<file path="config.mk">
export PLATFORM = sky130hd
export DESIGN_NAME = websocket_frame_decoder
export DESIGN_NICKNAME = d
export VERILOG_FILES = /design/src/design/wsfd_pkg.sv /design/src/design/websocket_frame_decoder.sv
export SDC_FILE = /design/constraint.sdc
export NUM_CORES = 1
export LEC_CHECK = 0
export BUFFER_PORTS_ARGS = -buffer_cell sky130_fd_sc_hd__buf_2
export CAP_MARGIN = 10
export CORE_MARGIN = 4
export CORE_UTILIZATION = 35
export CTS_CLUSTER_SIZE = 16
export DETAILED_ROUTE_END_ITERATION = 10
export GPL_ROUTABILITY_DRIVEN = 0
export SYNTH_ARGS = -nofsm -noshare
export SYNTH_HDL_FRONTEND = slang
export SYNTH_SLANG_ARGS = --single-unit
</file>
<file path="constraint.sdc">
create_clock -name i_clk -period 5.5 [get_ports i_clk]
set_input_delay 0.275 -clock i_clk [delete_from_list [all_inputs] [get_ports i_clk]]
set_output_delay 0.275 -clock i_clk [all_outputs]
set_load 0.03 [all_outputs]
</file>
<file path="src/design/wsfd_pkg.sv">
// Shared types and constants for the WebSocket frame decoder.
// No dependencies; imported by websocket_frame_decoder.
package wsfd_pkg;

    // Frame opcodes
    localparam logic [3:0] OP_TEXT   = 4'h1;
    localparam logic [3:0] OP_BINARY = 4'h2;
    localparam logic [3:0] OP_CLOSE  = 4'h8;
    localparam logic [3:0] OP_PING   = 4'h9;
    localparam logic [3:0] OP_PONG   = 4'hA;

    // Header bit masks and length codes
    localparam logic [7:0] HDR_FIN_MASK  = 8'h80;
    localparam logic [7:0] HDR_RSV_MASK  = 8'h70;
    localparam logic [7:0] HDR_OP_MASK   = 8'h0f;
    localparam logic [7:0] HDR_LEN_MASK  = 8'h7f;
    localparam logic [6:0] LEN_EXT16     = 7'h7e;
    localparam logic [6:0] LEN_EXT64     = 7'h7f;

    // Frame status codes
    localparam logic [1:0] ST_TEXT   = 2'd0;
    localparam logic [1:0] ST_IGNORE = 2'd1;
    localparam logic [1:0] ST_CLOSE  = 2'd2;
    localparam logic [1:0] ST_ERROR  = 2'd3;

    // Result kinds
    localparam logic KIND_PAYLOAD = 1'b0;
    localparam logic KIND_STATUS  = 1'b1;

    localparam int POS_W  = 17;
    localparam logic [POS_W-1:0] POS_MAX = '1;

    // Result queue
    localparam int FIFO_DEPTH = 4;
    localparam int FIFO_AW    = $clog2(FIFO_DEPTH);
    localparam int FIFO_CW    = $clog2(FIFO_DEPTH + 1);
    // Room for two results is needed before a byte is taken
    localparam logic [FIFO_CW-1:0] FIFO_ACCEPT_MAX = FIFO_CW'(FIFO_DEPTH - 2);

    typedef struct packed {
        logic       kind;
        logic [7:0] payload_byte;
        logic [1:0] status;
        logic       last;
    } t_result;

endpackage

</file>
<file path="src/design/websocket_frame_decoder.sv">
// WebSocket frame decoder (client to server), one frame byte per transfer.
// Depends on wsfd_pkg for opcodes, status codes and the result type.
//
// Input channel: i_valid / o_stall carry i_data_byte and i_frame_end; the
// byte with i_frame_end high is the last byte of a frame.
// Output channel: o_valid / i_stall carry o_kind, o_payload_byte, o_status
// and o_last. A text frame gives one unmasked payload item per payload
// byte while no error has been found; the last byte of every frame gives
// a status item (o_last high), after its payload item if it has one.
// Each byte is decoded in the cycle it is taken: header checks, length and
// key capture and the unmasking XOR are one step of logic on the frame
// state, and its results are written into a four-entry result queue.
// Results are registered in the queue and read out in order. One byte is
// taken per cycle; the input stalls only while the queue has room for
// fewer than two results.
// When the receiver holds i_stall, the queue fills and o_stall rises once
// three or more results wait; nothing is dropped.
// Synchronous reset clears the frame state and empties the queue.
module websocket_frame_decoder
    import wsfd_pkg::*;
(
    input  logic       i_clk,
    input  logic       i_rst_n,
    input  logic       i_valid,
    output logic       o_stall,
    input  logic [7:0] i_data_byte,
    input  logic       i_frame_end,
    output logic       o_valid,
    input  logic       i_stall,
    output logic       o_kind,
    output logic [7:0] o_payload_byte,
    output logic [1:0] o_status,
    output logic       o_last
);

    // Frame state
    logic [POS_W-1:0]   r_pos, n_pos;
    logic [3:0]         r_op, n_op;
    logic [15:0]        r_len, n_len;
    logic               r_ext, n_ext;
    logic [31:0]        r_key, n_key;
    logic               r_err, n_err;

    // Result queue
    t_result            r_fifo [FIFO_DEPTH];
    logic [FIFO_AW-1:0] r_wr_ptr, r_rd_ptr;
    logic [FIFO_CW-1:0] r_count;

    logic               accept, pop;
    logic               is_text;
    logic [2:0]         hdr, end_hdr;
    logic [POS_W-1:0]   pay_lo, pay_hi, end_need;
    logic [POS_W:0]     pos_plus1;
    logic [1:0]         key_idx;
    logic [7:0]         key_byte;
    logic [3:0]         op_in;
    logic [6:0]         len7;
    logic [1:0]         st;
    t_result            res0, res1;
    logic [1:0]         n_res;

    assign o_stall = r_count > FIFO_ACCEPT_MAX;
    assign accept  = i_valid && !o_stall;
    assign o_valid = r_count != '0;
    assign pop     = o_valid && !i_stall;

    assign o_kind         = r_fifo[r_rd_ptr].kind;
    assign o_payload_byte = r_fifo[r_rd_ptr].payload_byte;
    assign o_status       = r_fifo[r_rd_ptr].status;
    assign o_last         = r_fifo[r_rd_ptr].last;

    assign is_text   = r_op == OP_TEXT;
    assign hdr       = r_ext ? 3'd4 : 3'd2;
    assign pay_lo    = POS_W'(hdr) + POS_W'(4);
    assign pay_hi    = pay_lo + POS_W'(r_len);
    assign key_idx   = r_pos[1:0] - hdr[1:0];
    assign op_in     = i_data_byte[3:0] & HDR_OP_MASK[3:0];
    assign len7      = i_data_byte[6:0] & HDR_LEN_MASK[6:0];
    assign pos_plus1 = {1'b0, r_pos} + (POS_W+1)'(1);

    always_comb begin
        case (key_idx)
            2'd0:    key_byte = r_key[7:0];
            2'd1:    key_byte = r_key[15:8];
            2'd2:    key_byte = r_key[23:16];
            default: key_byte = r_key[31:24];
        endcase
    end

    // Decode one byte against the frame state
    always_comb begin
        n_pos = r_pos;
        n_op  = r_op;
        n_len = r_len;
        n_ext = r_ext;
        n_key = r_key;
        n_err = r_err;
        n_res = 2'd0;
        res0  = '0;
        res1  = '0;
        st    = ST_TEXT;

        if (r_pos == '0) begin
            n_op = op_in;
            if ((i_data_byte & HDR_RSV_MASK) != 8'h00 ||
                (i_data_byte & HDR_FIN_MASK) != HDR_FIN_MASK) begin
                n_err = 1'b1;
            end
            if (op_in != OP_TEXT && op_in != OP_BINARY && op_in != OP_CLOSE &&
                op_in != OP_PING && op_in != OP_PONG) begin
                n_err = 1'b1;
            end
        end else if (r_pos == POS_W'(1)) begin
            if ((i_data_byte & HDR_FIN_MASK) != HDR_FIN_MASK) begin
                n_err = 1'b1;
            end
            if (is_text) begin
                if (len7 == LEN_EXT16) begin
                    n_ext = 1'b1;
                    n_len = '0;
                end else if (len7 == LEN_EXT64) begin
                    n_err = 1'b1;
                    n_len = '0;
                end else begin
                    n_len = 16'(len7);
                end
            end
        end else if (is_text) begin
            if (r_ext && r_pos == POS_W'(2)) begin
                n_len = {i_data_byte, 8'h00};
            end else if (r_ext && r_pos == POS_W'(3)) begin
                n_len = {r_len[15:8], i_data_byte};
            end else if (r_pos >= POS_W'(hdr) && r_pos < pay_lo) begin
                case (key_idx)
                    2'd0:    n_key[7:0]   = i_data_byte;
                    2'd1:    n_key[15:8]  = i_data_byte;
                    2'd2:    n_key[23:16] = i_data_byte;
                    default: n_key[31:24] = i_data_byte;
                endcase
            end else if (r_pos >= pay_lo && r_pos < pay_hi && !r_err) begin
                res0.kind         = KIND_PAYLOAD;
                res0.payload_byte = i_data_byte ^ key_byte;
                n_res             = 2'd1;
            end
        end

        if (r_pos != POS_MAX) begin
            n_pos = r_pos + POS_W'(1);
        end

        // Length the frame needs, taken before the state is cleared
        end_hdr  = n_ext ? 3'd4 : 3'd2;
        end_need = POS_W'(end_hdr) + POS_W'(4) + POS_W'(n_len);

        if (i_frame_end) begin
            if (r_pos == '0) begin
                n_err = 1'b1;
            end
            if (n_op == OP_TEXT) begin
                if (n_ext && r_pos < POS_W'(3)) begin
                    n_err = 1'b1;
                end else if (n_len != '0 && pos_plus1 < {1'b0, end_need}) begin
                    n_err = 1'b1;
                end
            end
            if (n_err) begin
                st = ST_ERROR;
            end else if (n_op == OP_TEXT) begin
                st = ST_TEXT;
            end else if (n_op == OP_CLOSE) begin
                st = ST_CLOSE;
            end else begin
                st = ST_IGNORE;
            end
            // Status goes after the payload item, if any
            if (n_res == 2'd1) begin
                res1.kind   = KIND_STATUS;
                res1.status = st;
                res1.last   = 1'b1;
                n_res       = 2'd2;
            end else begin
                res0.kind   = KIND_STATUS;
                res0.status = st;
                res0.last   = 1'b1;
                n_res       = 2'd1;
            end
            n_pos = '0;
            n_op  = '0;
            n_len = '0;
            n_ext = 1'b0;
            n_key = '0;
            n_err = 1'b0;
        end
    end

    always_ff @(posedge i_clk) begin
        if (!i_rst_n) begin
            r_pos <= '0;
            r_op  <= '0;
            r_len <= '0;
            r_ext <= 1'b0;
            r_key <= '0;
            r_err <= 1'b0;
        end else if (accept) begin
            r_pos <= n_pos;
            r_op  <= n_op;
            r_len <= n_len;
            r_ext <= n_ext;
            r_key <= n_key;
            r_err <= n_err;
        end
    end

    // Queue payload: no reset needed
    always_ff @(posedge i_clk) begin
        if (accept && n_res != 2'd0) begin
            r_fifo[r_wr_ptr] <= res0;
        end
        if (accept && n_res == 2'd2) begin
            r_fifo[r_wr_ptr + FIFO_AW'(1)] <= res1;
        end
    end

    always_ff @(posedge i_clk) begin
        if (!i_rst_n) begin
            r_wr_ptr <= '0;
            r_rd_ptr <= '0;
            r_count  <= '0;
        end else begin
            if (accept) begin
                r_wr_ptr <= r_wr_ptr + FIFO_AW'(n_res);
            end
            if (pop) begin
                r_rd_ptr <= r_rd_ptr + FIFO_AW'(1);
            end
            r_count <= r_count + (accept ? FIFO_CW'(n_res) : '0)
                       - (pop ? FIFO_CW'(1) : '0);
        end
    end

    a_count_bound: assert property (@(posedge i_clk) disable iff (!i_rst_n)
        r_count <= FIFO_CW'(FIFO_DEPTH))
        else $error("result queue overflow");

    a_end_gives_result: assert property (@(posedge i_clk) disable iff (!i_rst_n)
        accept && i_frame_end |=> o_valid)
        else $error("frame end produced no result");

    a_end_clears_pos: assert property (@(posedge i_clk) disable iff (!i_rst_n)
        accept && i_frame_end |=> r_pos == '0 && !r_err)
        else $error("frame state not cleared after frame end");

    a_payload_shape: assert property (@(posedge i_clk) disable iff (!i_rst_n)
        o_valid && o_kind == KIND_PAYLOAD |-> !o_last && o_status == ST_TEXT)
        else $error("payload item carries status fields");

endmodule
</file>
==> results of run 1 <==
-- power by group --
group | switching (W) | internal, W
clock network | 0.000501 | 0.000630
registers | 0.0000435 | 0.000940
logic | 0.000284 | 0.000174
-- how the worst max path moves through the flow --
stage,depth (start not counted),start,to
floorplan,25,r_pos[11],r_fifo[3][1]
CTS,25,r_pos[1],r_fifo[3][1]
global placement,24,r_pos[0],r_fifo[3][1]
global route,25,r_pos[0],r_fifo[2][1]
detailed placement,24,r_pos[0],r_fifo[3][1]
finish,22,r_pos[1],r_fifo[3][1]
-- metal layers --
layer  wire [um]  part of all wire  GRT usage
met4         478             0.021    0.05602
met5          13           0.00056          0
met2       10350              0.44     0.2793
met1       11040              0.47     0.2590
met3        1420             0.061    0.03966
-- sequential cells by signal, summed over array words and instances, names as in the netlist, named ones only --
name,count
r_rd_ptr,2
r_err,1
r_fifo,44
r_wr_ptr,2
r_count,3
r_ext,1
r_len,16
r_pos,17
r_op,4
r_key,32
-- kinds of logic (layout without fill, tap and decap cells) --
| group | after synthesis | count (layout) | share of synthesized area |
|---|---|---|---|
| adder cells (fa/ha/maj) | 59 | 59 | 0.09566 |
| AND/OR/NAND/NOR | 332 | 332 | 0.2340 |
| AO/OA/AOI/OAI | 202 | 202 | 0.1907 |
| XOR/XNOR | 51 | 51 | 0.05617 |
| buffers and inverters | 80 | 166 | 0.03996 |
| flip-flops | 124 | 124 | 0.3273 |
| multiplexers | 21 | 21 | 0.05632 |
-- stage by stage --
step | total power (W) | TNS (ns) | area, um^2 | setup WS, ns | util
2_1_floorplan | 0.001308 | 0 | 8043 | 0.09279 | -
3_3_place_gp | 0.001444 | 0 | 8848 | 0.05276 | 0.4005
3_5_place_dp | 0.001448 | -0.2372 | 8848 | -0.07987 | 0.4005
4_1_cts | 0.002578 | 0 | 9467 | 0.02660 | 0.4285
5_1_grt | 0.002687 | -0.5661 | 9570 | -0.1541 | 0.4332
6_report | 0.002573 | 0 | 9570 | 0.05778 | 0.4332
-- layout make-up --
type                    instances  share of cell area
clock buffers                  18             0.04706
clock inverters                14             0.01451
inverters                      28             0.01137
multi-input cells             665              0.5412
flip-flops and latches        124              0.2728
well taps                     280             0.03661
repair buffers                106             0.07635
-- cells in the mapped netlist, types with 6 or more instances --
master,number
nand3_1,28
o21ai_0,21
ha_1,56
nor3_1,35
nor4_1,10
nand4_1,11
a21oi_1,31
xor2_1,24
edfxtp_1,12
xnor2_1,27
nand2b_1,7
or4_1,6
nor2_1,65
a21o_1,14
mux4_2,19
or3_1,8
a22oi_1,61
dfxtp_1,112
a22o_1,39
and2_1,11
inv_1,27
nor2b_1,72
nand2_1,43
clkbuf_1,43
and3_1,6
-- worst reg2reg max path, cell delays in order (launching register included) --
cell	delay, ns
dfxtp_4	0.37
inv_4	0.06
ha_4	0.12
or4b_4	0.46
a31o_4	0.23
a211oi_4	0.31
buf_4	0.20
a22o_1	0.15
nand3_1	0.10
nor3_1	0.37
nand4_1	0.17
nor4_1	0.39
mux2i_1	0.15
ha_1	0.32
and4_1	0.19
nand4_1	0.11
or4b_4	0.52
a221oi_4	0.21
nor3_2	0.09
o31a_1	0.32
o31ai_4	0.09
nor2_1	0.07
a31o_1	0.18
-- what timing repair did --
| action | in CTS | in global routing |
|---|---|---|
| resized for setup | 2 | 16 |
| pin swaps | 3 | 17 |
| gates cloned | 0 | 0 |
| endpoints found under the setup margin | 4 | 12 |
| setup buffers | 3 | 4 |
==> results.json, run 1 <==
{
  "outcome": "finished, final reports clean",
  "synth_top_area_frac": 0.2819,
  "coreArea_mm2": 0.02209,
  "ctsHoldBuffers": 0,
  "cts_inserted_buffers": 17,
  "slew_headroom": 0.1864,
  "drt_wl_total_um": 23300,
  "ioPinCount": 27,
  "maxSlewViolCount": 0,
  "ant_nets": 0,
  "regToRegSetupSlack_ns": 0.06,
  "grt_max_degree": 80,
  "critPathTopFamily": "simple AND/OR/NAND/NOR gates",
  "nFillCells": 2130,
  "io_buffers": 26,
  "drc": 0,
  "antenna_found_initial": 1,
  "max_cap_viol_count": 0,
  "finalHoldViolations": 0,
  "clkTransAtPathRegs_ns": 0.06,
  "rsz0062_at_grt": "true",
  "synthArstFlopShare": 0,
  "die_y_um": 158.7,
  "synth_nets": 941,
  "syn_area_mm2": 0.007953,
  "multi_input_area_mm2": 0.005180,
  "dp_cells": 1196,
  "fmax_mhz": 183.7,
  "ctsLongestPathBuffers": 2,
  "grt_pass1_vias": 6849,
  "yosysWarnings": 0,
  "reg2reg_depth": 22,
  "p_per_area_mw_per_mm2": 268.8,
  "synthFlopType": "dfxtp_1",
  "clock_skew_ns": 0.009953,
  "hold_end": "r_len[0]",
  "die_area_mm2": 0.02520,
  "path_max_fanout": 4,
  "die_x_um": 158.7,
  "ys_seq_area_frac": 0.3272,
  "synth_cells": 869,
  "clkSinkCount": 124,
  "path_buf_inv": 2,
  "path_class": "flip-flop to flip-flop",
  "h-tree-depth": 4,
  "crit_chain": "inv_4 -> ha_4 -> or4b_4 -> a31o_4 -> a211oi_4 -> buf_4 -> a22o_1 -> nand3_1 -> nor3_1 -> nand4_1 -> nor4_1 -> mux2i_1 -> ha_1 -> and4_1 -> nand4_1 -> or4b_4 -> a221oi_4 -> nor3_2 -> o31a_1 -> o31ai_4 -> nor2_1 -> a31o_1",
  "min_from": "i_data_byte[0]",
  "synth_top_cell_by_area": "dfxtp_1",
  "crit_path_end_kind": "flip-flop",
  "layout_commonest_cell": "dfxtp_1",
  "final.period_utilization": 0.9895,
  "grt_use_total": 0.1826,
  "nNetsFinal": 1014,
  "n_antenna_cell": 0,
  "insertion_delay_ns": 0.43,
  "synth_seq_cells": 124,
  "drtIter0Drc": 582,
  "critical_path.max_stage_delay_ns": 0.52,
  "fin_cells": 1235,
  "synthTopCellsByArea": "dfxtp_1, ha_1, a22oi_1, nor2b_1, mux4_2",
  "worstPathArrival_ns": 5.63,
  "ir_drop_mv": 0.1759,
  "gr-total-overflow": 0,
  "r2r-start": "r_pos[1]",
  "cts_root_buffer": "clkbuf_16",
  "first_pass_iters": 5,
  "min_path_type": "input port to flip-flop",
  "required_ns": 5.68,
  "synth_enable_flop_cells": 12,
  "wire_per_inst_um": 18.87,
  "rows": 54,
  "seq_area_mm2": 0.002611,
  "setup_viol": 0,
  "vias_per_cell": 5.671,
  "dpl.hpwl_um": 16670,
  "final_cell_mix": "dfxtp_1, buf_4, nor2b_1, nor2_1, a22oi_1",
  "syn_to_final_growth_pct": 20.34,
  "synth.avg_cell_area_um2": 9.151,
  "cts_tree": "yes",
  "max_slew.worst_pin.slew_ns": 1.209,
  "leakagePower_nw": 3.716,
  "fin_crit_ns": 5.442,
  "startpoint_type": "flip-flop",
  "hold_slack_ns": 0.2895,
  "ys_types": 70,
  "initial_utilization": 0.3600,
  "grt_pass1_wl_um": 37360,
  "crit_slowest_cell": "or4b_4",
  "hold-path-cell-count": 3,
  "drive_above_1_share": 0.2115,
  "vias": 7004,
  "r2r_end": "r_fifo[3][1]"
}
Note: power is estimated with default switching activity, not from simulation.
==> run 2: changes to the inputs <==
PLACE_DENSITY = 0.55   (was not set)
==> run 2 against run 1 <==
- sequential share of layout area grew 0.088 points
- routed wire length grew 2.3%
- worst hold slack gained 0.0059 ns
- core utilization shrank 0.12 points
- sequential power is essentially flat
- cell count shrank 0.16%
- register-to-register slack lost 0.02 ns
- clock power is essentially flat
- die area is the same
- maximum frequency shrank 0.45%
- critical path depth grew 3
- largest cell class unchanged
==> results.json, run 2 (synthesis gave the netlist of run 1 again) <==
{
  "drtIter0Drc": 503,
  "syn_to_final_growth_pct": 20.01,
  "antenna_found_initial": 0,
  "drt_wl_total_um": 23850,
  "place_ws_ns": -0.08999,
  "slew_headroom": 0.2286,
  "worstPathArrival_ns": 5.65,
  "ant_nets": 0,
  "vias": 6969,
  "power_w": 0.002577,
  "p_switching_w": 0.0008374,
  "regToRegSetupSlack_ns": 0.03,
  "layout_commonest_cell": "dfxtp_1",
  "rsz0062_at_grt": "true",
  "path_max_fanout": 4,
  "die_x_um": 158.7,
  "largestRegisters": "r_fifo x44, r_key x32, r_pos x17",
  "min_path_type": "input port to flip-flop",
  "p_int_w": 0.001739,
  "max_slew.worst_pin.slew_ns": 1.146,
  "path_class": "flip-flop to flip-flop",
  "die_y_um": 158.7,
  "clock_skew_ns": 0.01316,
  "fmax_mhz": 182.9,
  "nFillCells": 2193,
  "regMostFlops": "r_fifo",
  "die_area_mm2": 0.02520,
  "grt_pass1_vias": 6665,
  "cts_tree": "yes",
  "cts_inserted_buffers": 17,
  "fin_crit_ns": 5.467,
  "setup_slack_ns": 0.03296,
  "grt_use_total": 0.1872,
  "vias_per_cell": 5.652,
  "grt_max_degree": 80,
  "grt_pass1_wl_um": 38160,
  "reg2reg_depth": 25,
  "cts_root_buffer": "clkbuf_16",
  "clkSinkCount": 124,
  "initial_utilization": 0.3600,
  "first_pass_iters": 5,
  "outcome": "finished, final reports clean",
  "drive_above_1_share": 0.2109,
  "ioPinCount": 27,
  "drc": 0,
  "ctsLongestPathBuffers": 2,
  "max_cap_viol_count": 0,
  "startpoint_type": "flip-flop",
  "n_antenna_cell": 0,
  "required_ns": 5.68,
  "rows": 54,
  "largest_reg_flops": 44,
  "switching_share": 0.3250,
  "clkTransAtPathRegs_ns": 0.06,
  "h-tree-depth": 4,
  "p_per_area_mw_per_mm2": 270.0,
  "power_frac_seq": 0.382,
  "min_from": "i_data_byte[0]",
  "r2r_end": "r_fifo[3][1]",
  "hold-path-cell-count": 3,
  "nNetsFinal": 1012,
  "gr-total-overflow": 0,
  "io_buffers": 26,
  "p_clk_frac": 0.443,
  "ir_drop_mv": 0.1545,
  "ctsHoldBuffers": 0,
  "final.period_utilization": 0.9940,
  "insertion_delay_ns": 0.44,
  "crit_path_end_kind": "flip-flop",
  "hold_end": "r_len[0]",
  "maxSlewViolCount": 0,
  "leakagePower_nw": 3.704,
  "setup_viol": 0,
  "wire_per_inst_um": 19.34,
  "coreArea_mm2": 0.02209,
  "final_cell_mix": "dfxtp_1, buf_4, nor2b_1, nor2_1, a22oi_1",
  "r2r-start": "r_pos[1]",
  "p_comb_frac": 0.175,
  "dpl.hpwl_um": 17380,
  "finalHoldViolations": 0
}
run 2: cell count changes in the layout (fill, tap and decap cells not counted), sizes merged:
| cell | before | now |
|---|---|---|
| buf | 106 | 103 |
| clkbuf | 18 | 19 |
| clkinv | 3 | 2 |
| inv | 38 | 39 |
run 2: cell type report:
cell class	instances	area (um^2)	share of cell area
tap	280	350.3	0.03671
multi-input combinational	665	5170	0.5417
timing repair buffer	104	713.2	0.07472
inverter	28	108.9	0.01141
clock inverter	14	138.9	0.01455
sequential	124	2613	0.2737
clock buffer	18	450.4	0.04719
run 2: worst max path at each step:
stage,startpoint,endpoint
detailed placement,r_pos[0],r_fifo[3][1]
global route,r_pos[1],r_fifo[3][1]
global placement,r_pos[0],r_fifo[3][1]
floorplan,r_pos[11],r_fifo[3][1]
CTS,r_pos[1],r_fifo[3][1]
finish,r_pos[1],r_fifo[3][1]
run 2: critical path: stages (launching register included):
cell	delay, ns
dfxtp_4	0.37
inv_4	0.07
ha_4	0.12
or4b_4	0.46
a31o_4	0.24
a211oi_4	0.31
a22oi_2	0.11
ha_1	0.28
inv_1	0.06
ha_2	0.17
inv_2	0.04
fa_2	0.38
nor2_4	0.13
nand2_2	0.09
nor3_4	0.21
xor2_1	0.09
ha_1	0.29
and4_1	0.19
nand4_1	0.12
or4b_4	0.51
a221oi_2	0.22
nor3_2	0.11
o31a_1	0.32
o31ai_4	0.09
nor2_1	0.08
a31o_1	0.18
run 2: stage by stage:
stage          utilization  cells  hold WS (ns)  instance area, um^2  setup TNS (ns)
2_1_floorplan            -    869        0.4440                 8043               0
3_3_place_gp        0.4002   1195        0.4590                 8841               0
3_5_place_dp        0.4002   1195        0.4579                 8841         -0.2556
4_1_cts             0.4277   1228        0.2788                 9450               0
5_1_grt             0.4320   1233        0.3203                 9544         -0.7086
6_report            0.4320   1233        0.2954                 9544               0
run 2: timing repair:
item | in CTS | in global routing
buffers inserted | 1 | 4
gates resized for setup | 3 | 18
setup endpoints to repair | 4 | 13
endpoints found under the hold margin | 0 | 0
pin swaps | 2 | 17
run 2: power by group through the flow:
| stage | registers (W) | clock network, W | logic, W |
|---|---|---|---|
| floorplan | 0.000976 | 0 | 0.000331 |
| global placement | 0.00100 | 0 | 0.000443 |
| detailed placement | 0.00100 | 0 | 0.000445 |
| CTS | 0.000985 | 0.00116 | 0.000446 |
| global route | 0.000991 | 0.00120 | 0.000489 |
| finish | 0.000984 | 0.00114 | 0.000450 |
run 2: layer usage:
metal	vias up	track usage	part of all wire
met2	233	0.2941	0.46
met5	-	0	0
met3	24	0.03733	0.062
met1	3353	0.2662	0.47
met4	0	0.04418	0.012
li1	3359	-	-
==> run 3: changes to the inputs <==
CTS_CLUSTER_SIZE = 12   (was 16)
RECOVER_POWER = 100   (was not set)
==> run 3 against run 2 <==
- combinational power about the same
- routed wire length about the same
- clock skew up 0.00083 ns
- via count down 0.19%
- sequential share of layout area about the same
==> results.json, run 3 (synthesis gave the netlist of run 1 again) <==
{
  "outcome": "finished, final reports clean",
  "ioPinCount": 27,
  "crit_path_end_kind": "flip-flop",
  "layout_commonest_cell": "dfxtp_1",
  "slew_headroom": 0.2281,
  "vias": 6956,
  "grt_max_degree": 80,
  "ctsLongestPathBuffers": 2,
  "endpoint": "r_fifo[3][1]",
  "cts_inserted_buffers": 17,
  "grt_use_total": 0.1872,
  "rsz0062_at_grt": "true",
  "dp_cells": 1195,
  "final_cell_mix": "dfxtp_1, buf_4, nor2b_1, nor2_1, a22oi_1",
  "rows": 54,
  "antenna_found_initial": 0,
  "largestRegisters": "r_fifo x44, r_key x32, r_pos x17",
  "hold_slack_ns": 0.3031,
  "max_slew.worst_pin.slew_ns": 1.147,
  "wire_per_inst_um": 19.35,
  "leakagePower_nw": 3.696,
  "ir_drop_mv": 0.1532,
  "grt_pass1_vias": 6665,
  "startpoint_type": "flip-flop",
  "drtIter0Drc": 509,
  "drt_wl_total_um": 23860,
  "drc": 0,
  "largest_reg_flops": 44,
  "io_buffers": 26,
  "fmax_mhz": 182.7,
  "h-tree-depth": 4,
  "dpl.hpwl_um": 17380,
  "clkSinkCount": 124,
  "regMostFlops": "r_fifo",
  "clock_skew_ns": 0.01400,
  "max_cap_viol_count": 0,
  "path_max_fanout": 4,
  "syn_to_final_growth_pct": 19.98,
  "die_area_mm2": 0.02520,
  "regToRegSetupSlack_ns": 0.03,
  "setup_viol": 0,
  "final.period_utilization": 0.9953,
  "gr-total-overflow": 0,
  "fin_cells": 1233,
  "nFillCells": 2192,
  "postLayoutCellArea_mm2": 0.009542,
  "insertion_delay_ns": 0.43,
  "place_ws_ns": -0.08999,
  "path_class": "flip-flop to flip-flop",
  "die_x_um": 158.7,
  "r2r-start": "r_pos[1]",
  "reg2reg_depth": 25,
  "maxSlewViolCount": 0,
  "coreArea_mm2": 0.02209,
  "clkTransAtPathRegs_ns": 0.06,
  "vias_per_cell": 5.642,
  "cts_tree": "yes",
  "initial_utilization": 0.3600,
  "placed_cell_area_mm2": 0.008841,
  "fin_crit_ns": 5.474,
  "cts_root_buffer": "clkbuf_16",
  "r2r_end": "r_fifo[3][1]",
  "drive_above_1_share": 0.2088,
  "ant_nets": 0,
  "die_y_um": 158.7,
  "first_pass_iters": 5,
  "finalHoldViolations": 0,
  "required_ns": 5.68,
  "worstSetupStartpoint": "r_pos[1]",
  "setup_slack_ns": 0.02582,
  "n_antenna_cell": 0,
  "grt_pass1_wl_um": 38160,
  "p_per_area_mw_per_mm2": 269.5,
  "worstPathArrival_ns": 5.65,
  "nNetsFinal": 1012,
  "min_path_type": "input port to flip-flop"
}
-- run 3: changes by cell type in the layout (fill, tap and decap cells not counted), sizes merged --
cell,previous run,this run
buf,103,101
clkbuf,19,21
-- run 3: worst min-delay path by stage --
stage              endpoint  cells after the start  slack, ns            from
2_1_floorplan  r_fifo[1][6]                      1       0.44    r_fifo[1][6]
3_3_place_gp   r_fifo[0][9]                      1       0.46    r_fifo[0][9]
3_5_place_dp   r_fifo[2][4]                      1       0.46    r_fifo[2][4]
4_1_cts            r_len[0]                      3       0.28  i_data_byte[0]
5_1_grt            r_len[0]                      3       0.32  i_data_byte[0]
6_report           r_len[0]                      3       0.30  i_data_byte[0]
-- run 3: report_power, final --
| part | switching [W] | internal (W) | leakage (nW) | total (W) |
|---|---|---|---|---|
| clock network | 0.000509 | 0.000631 | 0.289 | 0.00114 |
| registers | 0.0000449 | 0.000940 | 1.02 | 0.000985 |
| logic | 0.000281 | 0.000165 | 2.38 | 0.000447 |
| total | 0.000835 | 0.00174 | 3.70 | 0.00257 |
-- run 3: metrics by stage --
step	TNS, ns	utilization	total power (W)
6_report	0	0.4319	0.002571
5_1_grt	-0.7085	0.4319	0.002680
4_1_cts	0	0.4277	0.002593
3_5_place_dp	-0.2556	0.4002	0.001449
3_3_place_gp	0	0.4002	0.001447
2_1_floorplan	0	-	0.001308
-- run 3: per-layer routing --
metal | track usage | vias up | part of all wire
met3 | 0.03733 | 26 | 0.059
met4 | 0.04418 | 0 | 0.011
li1 | - | 3364 | -
met1 | 0.2662 | 3347 | 0.47
met2 | 0.2941 | 219 | 0.46
met5 | 0 | - | 0
-- run 3: cell type report --
class | instances | area (um^2) | share of cell area
timing repair buffer | 104 | 710.7 | 0.07448
inverter | 28 | 108.9 | 0.01141
tap | 280 | 350.3 | 0.03672
clock buffer | 18 | 450.4 | 0.04721
multi-input combinational | 665 | 5170 | 0.5418
clock inverter | 14 | 138.9 | 0.01456
sequential | 124 | 2613 | 0.2738
-- run 3: critical path: stages (launching register included) --
cell and delay, ns:
dfxtp_4 0.37, inv_4 0.07, ha_4 0.12, or4b_4 0.46
a31o_4 0.24, a211oi_4 0.31, a22oi_2 0.11, ha_1 0.28
inv_1 0.06, ha_2 0.17, inv_2 0.04, fa_2 0.38
nor2_4 0.13, nand2_2 0.09, nor3_4 0.21, xor2_1 0.09
ha_1 0.29, and4_1 0.19, nand4_1 0.12, or4b_4 0.51
a221oi_2 0.22, nor3_2 0.11, o31a_1 0.32, o31ai_4 0.09
nor2_1 0.08, a31o_1 0.18
-- run 3: repair_timing --
action                     CTS  global route
pin swaps                    2            17
hold buffers                 0             0
gates resized for setup      3            18
setup endpoints to repair    4            13
buffers inserted             1             4
gates cloned                 0             0
